$ cat src/rtl/sfla_pkg.sv
// Shared widths, defaults and divider interface types for the slab free-list allocator.
`default_nettype none

package sfla_pkg;

	// Field widths fixed by the item formats
	localparam int ADDR_W   = 48;
	localparam int SIZE_W   = 14;
	localparam int NEED_W   = 15;
	localparam int STRIDE_W = 15;
	localparam int OP_W     = 2;
	localparam int STAT_W   = 2;

	// Default geometry
	localparam int SFLA_MAX_SLOTS    = 16384;
	localparam int SFLA_PAGE_BYTES   = 4096;
	localparam int SFLA_HEADER_BYTES = 16;
	localparam int SFLA_ALIGN_BYTES  = 8;

	// Slot-size steps that pick the region size in pages
	localparam int NEED_STEP0 = 64;
	localparam int NEED_STEP1 = 128;
	localparam int NEED_STEP2 = 512;
	localparam int NEED_STEP3 = 1024;
	localparam int PAGES0     = 64;
	localparam int PAGES1     = 32;
	localparam int PAGES2     = 16;
	localparam int PAGES3     = 8;
	localparam int PAGES4     = 4;

	// Divider: quotient bits retired per cycle and resulting cycle count
	localparam int DIV_STEPS  = 2;
	localparam int DIV_CYCLES = ADDR_W / DIV_STEPS;
	localparam int DIV_CNT_W  = $clog2(DIV_CYCLES);

	typedef struct packed {
		logic                start;
		logic [ADDR_W-1:0]   dividend;
		logic [STRIDE_W-1:0] divisor;
	} div_req_t;

	typedef struct packed {
		logic                done;
		logic [ADDR_W-1:0]   quo;
		logic [STRIDE_W-1:0] rem;
	} div_rsp_t;

endpackage

`default_nettype wire

$ cat src/rtl/sfla_divider.sv
// Multi-cycle restoring divider, two quotient bits per cycle.
`default_nettype none

module sfla_divider import sfla_pkg::*; (
	input  wire logic     clk,
	input  wire logic     arst_n,
	input  wire div_req_t req,
	output div_rsp_t      rsp
);

	logic                 busy_q;
	logic                 done_q;
	logic [DIV_CNT_W-1:0] cnt_q;
	logic [ADDR_W-1:0]    quo_q;
	logic [STRIDE_W-1:0]  rem_q;
	logic [STRIDE_W-1:0]  dvs_q;
	logic [ADDR_W-1:0]    quo_nxt;
	logic [STRIDE_W-1:0]  rem_nxt;

	// Two dependent restoring steps per cycle
	always_comb begin
		logic [STRIDE_W:0]   t;
		logic [ADDR_W-1:0]   q;
		logic [STRIDE_W-1:0] r;
		q = quo_q;
		r = rem_q;
		t = '0;
		for (int k = 0; k < DIV_STEPS; k++) begin
			t = {r, q[ADDR_W-1]};
			q = {q[ADDR_W-2:0], 1'b0};
			if (t >= {1'b0, dvs_q}) begin
				t = t - {1'b0, dvs_q};
				q[0] = 1'b1;
			end
			r = t[STRIDE_W-1:0];
		end
		quo_nxt = q;
		rem_nxt = r;
	end

	// Iteration control
	always_ff @(posedge clk or negedge arst_n) begin
		if (!arst_n) begin
			busy_q <= 1'b0;
			done_q <= 1'b0;
			cnt_q  <= '0;
			quo_q  <= '0;
			rem_q  <= '0;
			dvs_q  <= '0;
		end else begin
			// done pulses for one cycle after the last iteration
			done_q <= busy_q && !req.start && (cnt_q == DIV_CNT_W'(DIV_CYCLES - 1));
			if (req.start) begin
				busy_q <= 1'b1;
				cnt_q  <= '0;
				quo_q  <= req.dividend;
				rem_q  <= '0;
				dvs_q  <= req.divisor;
			end else if (busy_q) begin
				quo_q <= quo_nxt;
				rem_q <= rem_nxt;
				cnt_q <= cnt_q + DIV_CNT_W'(1);
				if (cnt_q == DIV_CNT_W'(DIV_CYCLES - 1)) begin
					busy_q <= 1'b0;
				end
			end
		end
	end

	assign rsp.done = done_q;
	assign rsp.quo  = quo_q;
	assign rsp.rem  = rem_q;

endmodule

`default_nettype wire

$ cat config.mk
export PLATFORM = sky130hd
export DESIGN_NAME = sfla_divider
export DESIGN_NICKNAME = d
export VERILOG_FILES = /design/src/rtl/sfla_pkg.sv /design/src/rtl/sfla_divider.sv
export SDC_FILE = /design/constraint.sdc
export NUM_CORES = 1
export LEC_CHECK = 0
export BUFFER_PORTS_ARGS = -buffer_cell sky130_fd_sc_hd__buf_4
export CAP_MARGIN = 15
export CORE_MARGIN = 5
export CORE_UTILIZATION = 50
export CTS_CLUSTER_DIAMETER = 150
export DETAILED_ROUTE_END_ITERATION = 16
export HOLD_SLACK_MARGIN = 0.08
export PLACE_DENSITY_LB_ADDON = 0.08
export RECOVER_POWER = 100
export SYNTH_ARGS = -nofsm -noshare
export SYNTH_HDL_FRONTEND = slang
export SYNTH_SLANG_ARGS = --single-unit
$ cat constraint.sdc
create_clock -name clk -period 4.2 [get_ports clk]
set_input_delay 0.42 -clock clk [delete_from_list [all_inputs] [get_ports clk]]
set_output_delay 0.42 -clock clk [all_outputs]
set_load 0.03 [all_outputs]
# Yosys cells after proc, flatten, opt, wreduce, memory -nomap -nowiden
# Cells that the tools add are included.
[word_totals]
regBits = 85
in_bits = 66
[op_classes]
addsub = 3
order_cmp = 2
n_eq_ne = 1
mux = 13
n_reduce_logical = 4
[ops]
columns = ["op", "n"]
rows = [
  ["$mux 48", 2],
  ["$mux 15", 4],
  ["$ge 16x15->1", 2],
  ["$sub 15x15->15", 2],
  ["$mux 5", 2],
  ["$add 5x1->5 const B", 1],
  ["$eq 5x5->1 const B", 1],
  ["$mux 1", 5],
  ["$logic_and 1x1->1", 2],
  ["$reduce_bool 2->1", 1],
  ["$logic_not 1->1", 1],
]

# Longest topological paths before layout
# Gate-level depths: netlist of the first run.
[depth]
ltp_word = 6
ltp_mapped = 21
mapped_depth_nobuf = 20

# Worst setup path after synthesis of the first run
# No wires, ideal clock.
[synth_path]
path_type = "reg-to-reg"
start = "register quo_q[47]"
end = "register rem_q[10]"
t_arrival_ps = 4329
t_required_ps = 4106
setup_slack_ps = -223
path_stages_with_launch = 21
period_less_slack_ps = 4423
cell_sequence = "dfrtp_1 > inv_1 > ha_1 > inv_1 > fa_1 > nand3_2 > nand3_1 > a221o_1 > a2111o_1 > a21oi_1 > a21oi_1 > fa_1 > nand3_1 > a21oi_1 > o41ai_1 > nand3_1 > a31oi_2 > nand2_4 > buf_12 > mux2i_1 > a211oi_1"
[synth_via]
elab_chain_len = 6
elab_cells_between_ends = 8
classes_between = "add/sub (2); order compare (2); mux (4)"
[synth_rtl]
columns = ["element", "line_no", "rtl"]
rows = [
  ["from (decl)", "sfla_divider.sv:14", "logic [ADDR_W-1:0] quo_q;"],
  ["from (signal assigned)", "sfla_divider.sv:56", "quo_q <= req.dividend;"],
  ["from (signal assigned)", "sfla_divider.sv:60", "quo_q <= quo_nxt;"],
  ["$sub 15x15->15 or $ge 16x15->1 (tied branches)", "sfla_divider.sv:32, sfla_divider.sv:31", ""],
  ["$mux 15 (*)", "sfla_divider.sv:31", "if (t >= {1'b0, dvs_q}) begin"],
  ["$sub 15x15->15 or $ge 16x15->1 (tied branches)", "sfla_divider.sv:32, sfla_divider.sv:31", ""],
  ["$mux 15 (*)", "sfla_divider.sv:31", ""],
  ["$mux 15 (*)", "sfla_divider.sv:59", "end else if (busy_q) begin"],
  ["$mux 15 (*)", "sfla_divider.sv:53", "if (req.start) begin"],
  ["to (signal assigned)", "sfla_divider.sv:61", "rem_q <= rem_nxt;"],
  ["to (decl)", "sfla_divider.sv:15", "logic [STRIDE_W-1:0] rem_q;"],
]
# Every way passes the cells marked *; elsewhere a longest branch is shown, timed or not. The select of a mux whose other input is x is not followed.
# A chain may end at the register's enable or synchronous reset.

# Worst setup path after layout of the first run
[layout_path]
start = "register rem_q[2]"
end = "register rem_q[8]"
[layout_via]
elab_chain_len = 6
elab_cells_between_ends = 8
classes_between = "add/sub (2); order compare (2); mux (4)"
[layout_rtl]
columns = ["element", "line_no"]
rows = [
  ["$sub 15x15->15 or $ge 16x15->1 (tied branches)", "sfla_divider.sv:32, sfla_divider.sv:31"],
  ["$mux 15 (*)", "sfla_divider.sv:31"],
  ["$sub 15x15->15 or $ge 16x15->1 (tied branches)", "sfla_divider.sv:32, sfla_divider.sv:31"],
  ["$mux 15 (*)", "sfla_divider.sv:31"],
  ["$mux 15 (*)", "sfla_divider.sv:59"],
  ["$mux 15 (*)", "sfla_divider.sv:53"],
]
# Marked as above.

==> summary.txt, run 1 <==
Outcome
  – Run status: finished, violations left
  – Failing checks: capacitance limit, slew limit, setup timing

STA
  – RSZ-0062 raised after global routing: true
  – Fin crit share: 109%
  – Final Hold Viols: 0
  – Worst-Margin Slew: 2.48 ns
  – Highest Clock Rate: 0.219 GHz
  – Fin worst setup slack: -0.372 ns
  – Worst slew margin: -65.2%
  – Final setup vio count: 16
  – Final setup TNS: -4.46 ns
  – Clk_skew: 0.00485 ns
  – Fin crit period: 4.57 ns
  – Max-slew violations: 69

Global routing
  – Vias in the first global route: 5,532
  – GRT Resource Usage Total: 25.7%
  – First-pass GRT wire length: 27,000 µm
  – Antenna violations before repair: 0
  – GRT overflow: 0
  – Largest net degree at the start of global routing: 73

Critical path
  – Crit end category: flop
  – RR Startpoint: rem_q[2]
  – Crit path DAT: 4.82 ns
  – Flop2flop setup slack: -0.37 ns
  – Required @ worst endpoint: 4.45 ns
  – CP dominant cell by count: a21oi_4
  – Reg2Reg Capture Point: rem_q[8]
  – Critical path's largest stage delay: 0.44 ns
  – Depth of the most critical reg-to-reg path: 19
  – CP max-delay cell: o311ai_4
  – CP Max Fanout: 8
  – Worst Path Class, Setup: flop to flop
  – Startpoint Class: flop
  – Crit path cell chain: ha_1 > a21oi_4 > nand3_2 > a22o_4 > o311ai_4 > a21oi_4 > buf_6 > a21oi_4 > ha_1 > nand4_1 > nor2_1 > o41ai_2 > nand3_1 > a31oi_4 > buf_12 > nand2_8 > buf_12 > mux2i_1 > a211oi_1

Floorplanning
  – Die height: 116 µm
  – Std cell rows: 38
  – Initial Util: 51.5%
  – Num ports: 130
  – Die width: 116 µm
  – Die area: 13,500 µm²
  – Core Region: 11,000 µm²

Power and ir drop
  – Combinational share of power: 72.8%
  – Leakage: 3.99 nW
  – Power per cell area: 876 nW/µm²
  – Flop pwr share: 15.1%
  – Worst IR drop on VDD: 0.000504 V
  – Clock network power share: 12.1%
  – Int Pwr: 3.93 mW
  – Pwr Total: 6.96 mW
  – Switching Share: 43.5%
  – Switching pwr: 3.03 mW

Clocking
  – CTS clk-pin slew, worst paths: 0.06 ns
  – CTS Buffer Depth: 2
  – CTS tree: done
  – Clk_lat worst skew: 0.35 ns
  – Clock sinks: 85
  – Root buffer cell: clkbuf_16
  – Total CTS buffers: 9
  – H-tree levels: 3

Synthesis
  – Seq/Total Area, Yosys: 37.6%
  – Share of the synthesized area in the top cell type: 37.6%
  – Warnings from Yosys: 0
  – Synthesized area: 5650 µm²
  – Post-synth EDFFs: 0
  – Cell count after synthesis: 601
  – Predominant post-synthesis flop cell: dfrtp_1
  – Synth area leader: dfrtp_1
  – Syn_nets: 700
  – FFs w/ async S/R, synth: 100%
  – Seq cells post-synth: 85
  – Unique masters post-synth: 65
  – Mapped Avg Cell Area: 9.41 µm²
  – Synth top area cells: dfrtp_1 (38%), mux2i_1 (11%), ha_1 (6.9%), o21ai_0 (6.4%), nand2_1 (5.2%)

Layout
  – Synth-to-Final Area Change: 40.7%
  – Nets@finish: 923
  – Layout cells sized above 1: 33.3%
  – Final instance area: 7950 µm²
  – Layout Cells excl Fill: 969
  – Inserted Diodes: 0
  – Fillers: 866

Drt
  – Total Wirelength: 17,300 µm
  – Routed len/inst: 17.9 µm
  – Vias per cell: 5.54
  – Detailed Route Iter0 Violations: 247
  – DR vias: 5,368
  – Post-route ant nets: 0
  – DR pass1 iterations: 5
  – DR DRC count: 0

Flow run
  – Max-cap violations: 2

Placed design
  – PortBufs: 129
  – Placed cell count: 933
  – Detailed-placement wirelength estimate: 11,900 µm
  – Total placed instance area: 7400 µm²
  – RD Place Congestion: 0.890

Hold path
  – HP Start: req[28]
  – Worst hold stages: 3
  – Hold EP: quo_q[13]
  – Hold/Removal Path Class: input pin to flop
==> cells by family (layout without fill, tap and decap cells) <==
group / after synthesis / in the layout / share of synthesized area, %
adder cells (fa/ha/maj): 33 / 33 / 7.57
multiplexers: 71 / 71 / 12.9
AND/OR/NAND/NOR: 165 / 166 / 13.4
AO/OA/AOI/OAI: 162 / 163 / 19.5
buffers and inverters: 60 / 286 / 5.09
flip-flops: 85 / 85 / 37.6
XOR/XNOR: 25 / 25 / 3.87
==> stage by stage <==
step	util, %	hold slack, ns	setup WS (ns)
after floorplan	-	0.124	0.00124
after global placement	67.4	0.446	-0.115
after detailed placement	67.4	0.450	-0.365
after CTS	73.2	0.265	-0.213
after global routing	72.4	0.269	-0.469
final	72.4	0.271	-0.372
==> power by group through the flow <==
| stage | Combinational, mW | Clock, mW | Sequential (mW) |
|---|---|---|---|
| after floorplan | 2.53 | 0 | 1.26 |
| after detailed placement | 4.11 | 0 | 1.06 |
| final | 5.07 | 0.843 | 1.05 |
| after global placement | 4.01 | 0 | 1.05 |
| after CTS | 4.68 | 0.857 | 1.05 |
| after global routing | 5.40 | 0.899 | 1.06 |
==> final cells by class <==
| type | count | area [µm²] | share of cell area, % |
|---|---|---|---|
| multi-input cells | 458 | 3640 | 45.7 |
| repair buffers | 240 | 1590 | 19.9 |
| flip-flops and latches | 85 | 2130 | 26.8 |
| clock buffers | 12 | 256 | 3.22 |
| clock inverters | 4 | 52.6 | 0.661 |
| inverters | 30 | 113 | 1.42 |
| well taps | 140 | 175 | 2.20 |
==> state kept, by name (all words and copies together) (netlist names) <==
signal and flops:
done_q 1, rem_q 15, busy_q 1, dvs_q 15
cnt_q 5, quo_q 48
==> worst max-delay path by stage <==
stage              start         to  slack [ns]
5_1_grt        quo_q[47]   rem_q[8]       -0.47
4_1_cts        quo_q[47]   rem_q[1]       -0.21
3_5_place_dp    rem_q[4]  rem_q[11]       -0.37
6_report        rem_q[2]   rem_q[8]       -0.37
2_1_floorplan  quo_q[47]  rem_q[10]       0.001
3_3_place_gp    rem_q[4]  rem_q[11]       -0.11
==> critical path: cells and delay by family (launching register included) <==
| kind | cells | cell delay (ns) |
|---|---|---|
| simple gates | 5 | 0.59 |
| mux | 1 | 0.12 |
| flops | 1 | 0.38 |
| fa+ha+maj | 2 | 0.73 |
| compound gates | 8 | 2.15 |
| buf+inv | 3 | 0.51 |
==> layer usage <==
metal	global-route usage (%)	vias up	part of all wire, %
li1	-	2574	-
met1	30.3	2549	39
met2	43.1	194	50
met3	6.17	51	6.3
met4	14.1	0	4.3
met5	0	-	0
==> cells in the final DEF, fill, tap and decap left out, drive strengths merged, types with 9 or more instances in the layout <==
master	n
dfrtp	85
nand2	82
buf	172
a211oi	15
ha	31
mux2	9
xnor2	16
a21oi	36
nor2	39
xor2	9
inv	32
o21ai	74
clkbuf	79
mux2i	62
==> cell usage after synthesis, drive strengths merged (3+ instances only) <==
| cell type | n |
|---|---|
| a211o | 3 |
| a211oi | 15 |
| a21boi | 3 |
| a21o | 4 |
| a21oi | 35 |
| a31oi | 4 |
| and3 | 5 |
| buf | 9 |
| clkbuf | 20 |
| dfrtp | 85 |
| ha | 31 |
| inv | 30 |
| mux2 | 9 |
| mux2i | 62 |
| nand2 | 81 |
| nand3 | 6 |
| nand4 | 7 |
| nor2 | 39 |
| nor2b | 6 |
| nor3 | 7 |
| o21ai | 74 |
| o31ai | 4 |
| or2 | 3 |
| or3 | 3 |
| xnor2 | 16 |
| xor2 | 9 |
==> timing repair <==
item                                    4_1_cts  5_1_grt
hold buffers                                  1        0
buffers inserted                             12        5
gates cloned                                  2        0
endpoints found under the hold margin         2        0
resized for setup                            33       27
endpoints found under the setup margin       16       16
pin swaps                                    28       18
Power figures use the tool's default switching activity.
==> run 2: changes to the inputs <==
--- a/config.mk
+++ b/config.mk
@@ -7,8 +7,10 @@
 export LEC_CHECK = 0
 export BUFFER_PORTS_ARGS = -buffer_cell sky130_fd_sc_hd__buf_4
 export CAP_MARGIN = 15
-export CORE_MARGIN = 5
-export CORE_UTILIZATION = 50
+export CELL_PAD_IN_SITES_DETAIL_PLACEMENT = 0
+export CELL_PAD_IN_SITES_GLOBAL_PLACEMENT = 1
+export CORE_MARGIN = 2
+export CORE_UTILIZATION = 37
 export CTS_CLUSTER_DIAMETER = 150
 export DETAILED_ROUTE_END_ITERATION = 16
 export HOLD_SLACK_MARGIN = 0.08
==> run 2 against run 1 <==
- the run still ends with capacitance limit, slew limit, setup timing left
- setup slack gained 0.24 ns
- flip-flop and latch count is the same
- power shrank 1.7%
- global-route usage shrank 4.7 points
- clock skew grew 0.0032 ns
- critical endpoint is now rem_q[2]
- highest routed layer unchanged
==> summary.txt, run 2 (synthesis results as in run 1) <==
STA
  – Fin worst setup slack: -0.131 ns
  – Final hold slack: 0.274 ns
  – Clk_skew: 0.00807 ns
  – Max-slew violations: 102
  – Fin crit period: 4.33 ns
  – Final setup TNS: -1.47 ns
  – Highest Clock Rate: 0.231 GHz
  – Final setup vio count: 16
  – RSZ-0062 raised after global routing: true
  – Final Hold Viols: 0
  – Worst slew margin: -37.3%
  – Fin crit share: 103%
  – Worst-Margin Slew: 2.06 ns

Layout
  – Commonest cells after routing, fill and taps aside: buf_4 (183), dfrtp_1 (83), nand2_1 (79), o21ai_0 (68), clkbuf_1 (66)
  – Biggest regs: quo_q x48, dvs_q x15, rem_q x15
  – Synth-to-Final Area Change: 42.8%
  – Nets@finish: 940
  – Inserted Diodes: 0
  – Fillers: 1,434
  – Final Util: 53.5%
  – Commonest non-fill, non-tap cell in the layout: buf_4
  – Max reg flops: 48
  – Layout cells sized above 1: 34.2%
  – Top reg by flops: quo_q

Critical path
  – Critical path's largest stage delay: 0.41 ns
  – Critical path depth: 23
  – Required @ worst endpoint: 4.39 ns
  – Startpoint Class: flop
  – CP dominant cell by count: buf_6
  – Buf+Inv Stages, Crit Path: 6
  – Depth of the most critical reg-to-reg path: 23
  – CP max-delay cell: dfrtp_2
  – CP Max Fanout: 8
  – Worst Path Class, Setup: flop to flop
  – Crit end category: flop
  – Cell family with most CP delay: compound AO/OA/AOI/OAI gates
  – Crit path DAT: 4.52 ns
  – Crit path cell chain: inv_2 > ha_4 > inv_2 > fa_2 > nand3_2 > nand3_2 > a22o_4 > o311ai_4 > a21oi_4 > buf_6 > buf_6 > mux2_4 > ha_4 > nand4_1 > nor2_2 > o41ai_2 > nand3_1 > a31oi_4 > buf_12 > nand2_8 > buf_6 > mux2i_1 > o22ai_1

Placed design
  – Detailed-placement wirelength estimate: 12,100 µm
  – PortBufs: 129
  – RD Place Congestion: 0.823

Drt
  – Post-route ant nets: 0
  – DR DRC count: 0
  – Met3 WL: 510 µm
  – Top layer in use: met4
  – DR pass1 iterations: 4
  – DR vias: 5,185
  – Routed len/inst: 16.1 µm
  – Vias per cell: 5.01
  – Detailed Route Iter0 Violations: 161
  – Met2 WL: 8340 µm
  – Total Wirelength: 16,600 µm
  – Routed met1 length: 7520 µm

Global routing
  – GRT Resource Usage Total: 21.0%
  – Vias in the first global route: 5,348
  – First-pass GRT wire length: 27,100 µm
  – Largest net degree at the start of global routing: 77
  – GRT overflow: 0
  – Antenna violations before repair: 0

Clocking
  – CTS tree: done
  – CTS Buffer Depth: 2
  – CTS clk-pin slew, worst paths: 0.07 ns
  – Total CTS buffers: 9
  – Clock sinks: 85
  – H-tree levels: 3
  – Clk_lat worst skew: 0.35 ns
  – Root buffer cell: clkbuf_16

Power and ir drop
  – Worst IR drop on VDD: 0.000353 V
  – Power per cell area: 848 nW/µm²
  – Leakage: 4.06 nW

Floorplanning
  – Num ports: 130
  – Initial Util: 37.5%
  – Core Region: 15,100 µm²
  – Die width: 128 µm
  – Std cell rows: 45
  – Die area: 16,300 µm²
  – Die height: 128 µm

Outcome
  – Run status: finished, violations left
  – Failing checks: capacitance limit, slew limit, setup timing

Flow run
  – Max-cap violations: 2

Hold path
  – Hold/Removal Path Class: input pin to flop
  – Worst hold stages: 3
==> run 2: cell types whose count changed in the layout (fill, tap and decap cells not counted), sizes merged <==
cell	previous run	this run
dlygate4sd3	1	0
clkinvlp	0	2
clkbuf	79	77
buf	172	191
a21oi	36	35
==> run 2: layer usage <==
metal | global-route usage (%) | up-vias
met5 | 0 | -
met4 | 5.95 | 0
met3 | 3.85 | 18
met2 | 36.3 | 83
met1 | 26.8 | 2465
li1 | - | 2619
==> run 2: worst paths after layout <==
path | slack [ns] | from | end
min in group asynchronous | 0.54 | arst_n | quo_q[35]
worst max-delay path | -0.13 | quo_q[47] | rem_q[2]
max in group asynchronous | 1.98 | arst_n | dvs_q[5]
worst min register to register | 0.57 | cnt_q[1] | cnt_q[1]
worst max register to register | -0.13 | quo_q[47] | rem_q[2]
worst min-delay path | 0.27 | req[49] | quo_q[34]
==> run 2: timing repair <==
action	4_1_cts	5_1_grt
resized for setup	21	29
pin swaps	27	29
hold buffers	0	0
cloned	1	0
setup endpoints to repair	16	16
buffers inserted	15	9
==> run 2: metrics by stage <==
step	cells	worst slack (ns)	total power [mW]	instance area [µm²]
4_1_cts	1025	-0.191	6.56	8120
2_1_floorplan	601	0.00124	3.79	5730
3_3_place_gp	993	-0.228	5.22	7550
5_1_grt	1034	-0.340	7.35	8070
3_5_place_dp	993	-0.294	5.28	7550
6_report	1034	-0.131	6.85	8070
==> run 2: layout make-up <==
type                       count  area, µm²  area share [%]
multi-input combinational    457       3560            44.2
inverter                      30        113            1.39
clock buffer                  10        229            2.84
tap                          188        235            2.91
clock inverter                 6       70.1           0.868
sequential                    85       2130            26.4
timing repair buffer         258       1730            21.4
==> run 2: worst register-to-register path, delay by kind of cell (launching register included) <==
| kind | cells | cell delay [ns] |
|---|---|---|
| AO/OA/AOI/OAI | 6 | 1.33 |
| multiplexers | 2 | 0.44 |
| flip-flops | 1 | 0.41 |
| adder cells (fa/ha/maj) | 3 | 0.68 |
| AND/OR/NAND/NOR | 6 | 0.63 |
| buffers and inverters | 6 | 0.67 |
==> run 2: where the power goes <==
part,total [mW],switching (mW),internal (mW),leakage (nW)
sequential,1.05,0.0956,0.951,1.05
combinational,4.98,2.44,2.53,2.87
clock,0.826,0.359,0.467,0.141
total,6.85,2.90,3.95,4.06
==> run 3: changes to the inputs <==
--- a/config.mk
+++ b/config.mk
@@ -10,7 +10,7 @@
 export CELL_PAD_IN_SITES_DETAIL_PLACEMENT = 0
 export CELL_PAD_IN_SITES_GLOBAL_PLACEMENT = 1
 export CORE_MARGIN = 2
-export CORE_UTILIZATION = 37
+export CORE_UTILIZATION = 45
 export CTS_CLUSTER_DIAMETER = 150
 export DETAILED_ROUTE_END_ITERATION = 16
 export HOLD_SLACK_MARGIN = 0.08
==> constraint.sdc (replaced) <==
create_clock -name clk -period 5.46 [get_ports clk]
set_input_delay 0.546 -clock clk [delete_from_list [all_inputs] [get_ports clk]]
set_output_delay 0.546 -clock clk [all_outputs]
set_load 0.03 [all_outputs]
==> run 3 against run 2 <==
- the run ends with capacitance limit, slew limit left
- highest routed layer unchanged
- count of clock-buffer cells in the layout rose by 1
- non-clock buffer count down 126
- via count fell by 9.5%
==> summary.txt, run 3 (synthesis results as in run 1) <==
Outcome
  – Run status: finished, violations left
  – Failing checks: capacitance limit, slew limit

Floorplanning
  – Die area: 13,500 µm²
  – Die width: 116 µm
  – Die height: 116 µm
  – Core Region: 12,200 µm²
  – Num ports: 130
  – Std cell rows: 40
  – Initial Util: 46.5%

Power and ir drop
  – Leakage: 3.38 nW
  – Power per cell area: 579 nW/µm²
  – Worst IR drop on VDD: 0.000230 V

Critical path
  – Reg2Reg Capture Point: rem_q[7]
  – Depth of the most critical reg-to-reg path: 19
  – Critical path startpoint: quo_q[47]
  – Flop2flop setup slack: 0.50 ns
  – Crit path cell chain: inv_1 > ha_1 > inv_1 > fa_1 > nand3_2 > nand3_1 > a221o_1 > a2111o_1 > a21oi_1 > a31oi_4 > ha_1 > a211oi_1 > o21ai_0 > a31oi_1 > nand3_1 > a31oi_2 > nand2_4 > mux2i_1 > a211oi_1
  – Critical path's largest stage delay: 0.56 ns
  – Worst Path Class, Setup: flop to flop
  – Cell family with most CP delay: compound AO/OA/AOI/OAI gates
  – CP max-delay cell: a2111o_1
  – Buf+Inv Stages, Crit Path: 2
  – CP Max Fanout: 17
  – Critical path depth: 19
  – RR Startpoint: quo_q[47]
  – Crit end category: flop
  – Startpoint Class: flop
  – Required @ worst endpoint: 5.57 ns
  – Crit path DAT: 5.08 ns

STA
  – Final setup vio count: 0
  – Fin crit share: 90.9%
  – Final setup TNS: 0 ns
  – Worst slew margin: -61.6%
  – Fin crit period: 4.96 ns
  – Clk_skew: 0.00550 ns
  – Final Hold Viols: 0
  – RSZ-0062 raised after global routing: false
  – Worst-Margin Slew: 2.42 ns
  – Highest Clock Rate: 0.201 GHz
  – Max-slew violations: 104

Layout
  – Biggest regs: quo_q x48, dvs_q x15, rem_q x15
  – Layout Cells excl Fill: 885
  – Max reg flops: 48
  – Top reg by flops: quo_q
  – Layout cells sized above 1: 16.0%
  – Inserted Diodes: 0
  – Fillers: 1,219
  – Final instance area: 6700 µm²
  – Commonest non-fill, non-tap cell in the layout: dfrtp_1
  – Nets@finish: 813
  – Commonest cells after routing, fill and taps aside: dfrtp_1 (84), nand2_1 (79), o21ai_0 (72), clkbuf_1 (67), buf_4 (65)
  – Synth-to-Final Area Change: 18.4%

Global routing
  – Global-route track usage on met3: 4.98%
  – Largest net degree at the start of global routing: 82
  – GRT Resource Usage Total: 22.0%
  – GRT overflow: 0
  – First-pass GRT wire length: 23,400 µm
  – Vias in the first global route: 4,704
  – GRT Max-Usage Layer: met2
  – M1 GR Usage: 28.9%
  – GRT met2 Usage: 35.2%
  – Antenna violations before repair: 0

Drt
  – Routed len/inst: 15.8 µm
  – Vias per cell: 5.30
  – DR vias: 4,690
  – DR pass1 iterations: 4
  – Post-route ant nets: 0
  – Detailed Route Iter0 Violations: 243
  – DR DRC count: 0
  – Total Wirelength: 14,000 µm

Placed design
  – RD Place Congestion: 0.886
  – PortBufs: 129
  – Detailed-placement wirelength estimate: 10,300 µm
  – Placed cell count: 871
  – Total placed instance area: 6680 µm²

Hold path
  – Hold EP: quo_q[14]
  – Worst hold stages: 3
  – Hold/Removal Path Class: input pin to flop
  – HP Start: req[29]

Clocking
  – CTS clk-pin slew, worst paths: 0.07 ns
  – Cells resized by post-CTS repair: 0
  – Post-CTS Setup Repair Bufs: 0
  – CTS tree: done
  – CTS Buffer Depth: 2
  – Clk_lat worst skew: 0.35 ns
  – Post-CTS Hold Buffers: 0
  – Total CTS buffers: 9
  – Clock sinks: 85
  – Root buffer cell: clkbuf_16
  – H-tree levels: 3

Flow run
  – Max-cap violations: 2
## run 3: changes by cell type in the layout (fill, tap and decap cells not counted), moves of 4 or more
cell     previous run  this run
ha_1               18        31
ha_4               11         0
o21ai_0            68        72
buf_4             183        65
a21oi_1            24        31
a21oi_2             8         2
buf_6               7         0
## run 3: tightest hold or removal path, stage by stage
cell and delay, ns:
buf_4 0.08, nand2_1 0.04, o21ai_0 0.05
## run 3: power breakdown
| group | internal, mW | switching, mW |
|---|---|---|
| sequential | 0.733 | 0.0912 |
| clock | 0.318 | 0.260 |
| combinational | 1.03 | 1.45 |
| total | 2.08 | 1.80 |
## run 3: cell type report
cell class,instances,area (µm²),share of cell area (%)
clock buffers,11,243,3.63
inverters,30,113,1.68
well taps,168,210,3.14
repair buffers,132,741,11.1
multi-input cells,456,3240,48.3
clock inverters,3,22.5,0.336
flip-flops and latches,85,2130,31.8
## run 3: per-layer routing
metal	vias to the layer above	wire length (µm)
li1	2352	-
met1	2202	6360
met2	109	6630
met3	27	665
met4	0	367
met5	-	0
## run 3: worst max-delay path by stage
stage	end
after floorplan	rem_q[10]
after global placement	rem_q[13]
after detailed placement	rem_q[11]
after CTS	rem_q[11]
after global routing	rem_q[7]
final	rem_q[7]
## run 3: through the flow
stage	total power, mW	utilization, %	hold slack [ns]	setup slack [ns]
after floorplan	2.83	-	0.250	1.04
after global placement	3.34	55.0	0.525	0.676
after detailed placement	3.36	55.0	0.539	0.631
after CTS	3.95	57.1	0.173	0.578
after global routing	4.18	55.1	0.404	0.178
final	3.88	55.1	0.400	0.497
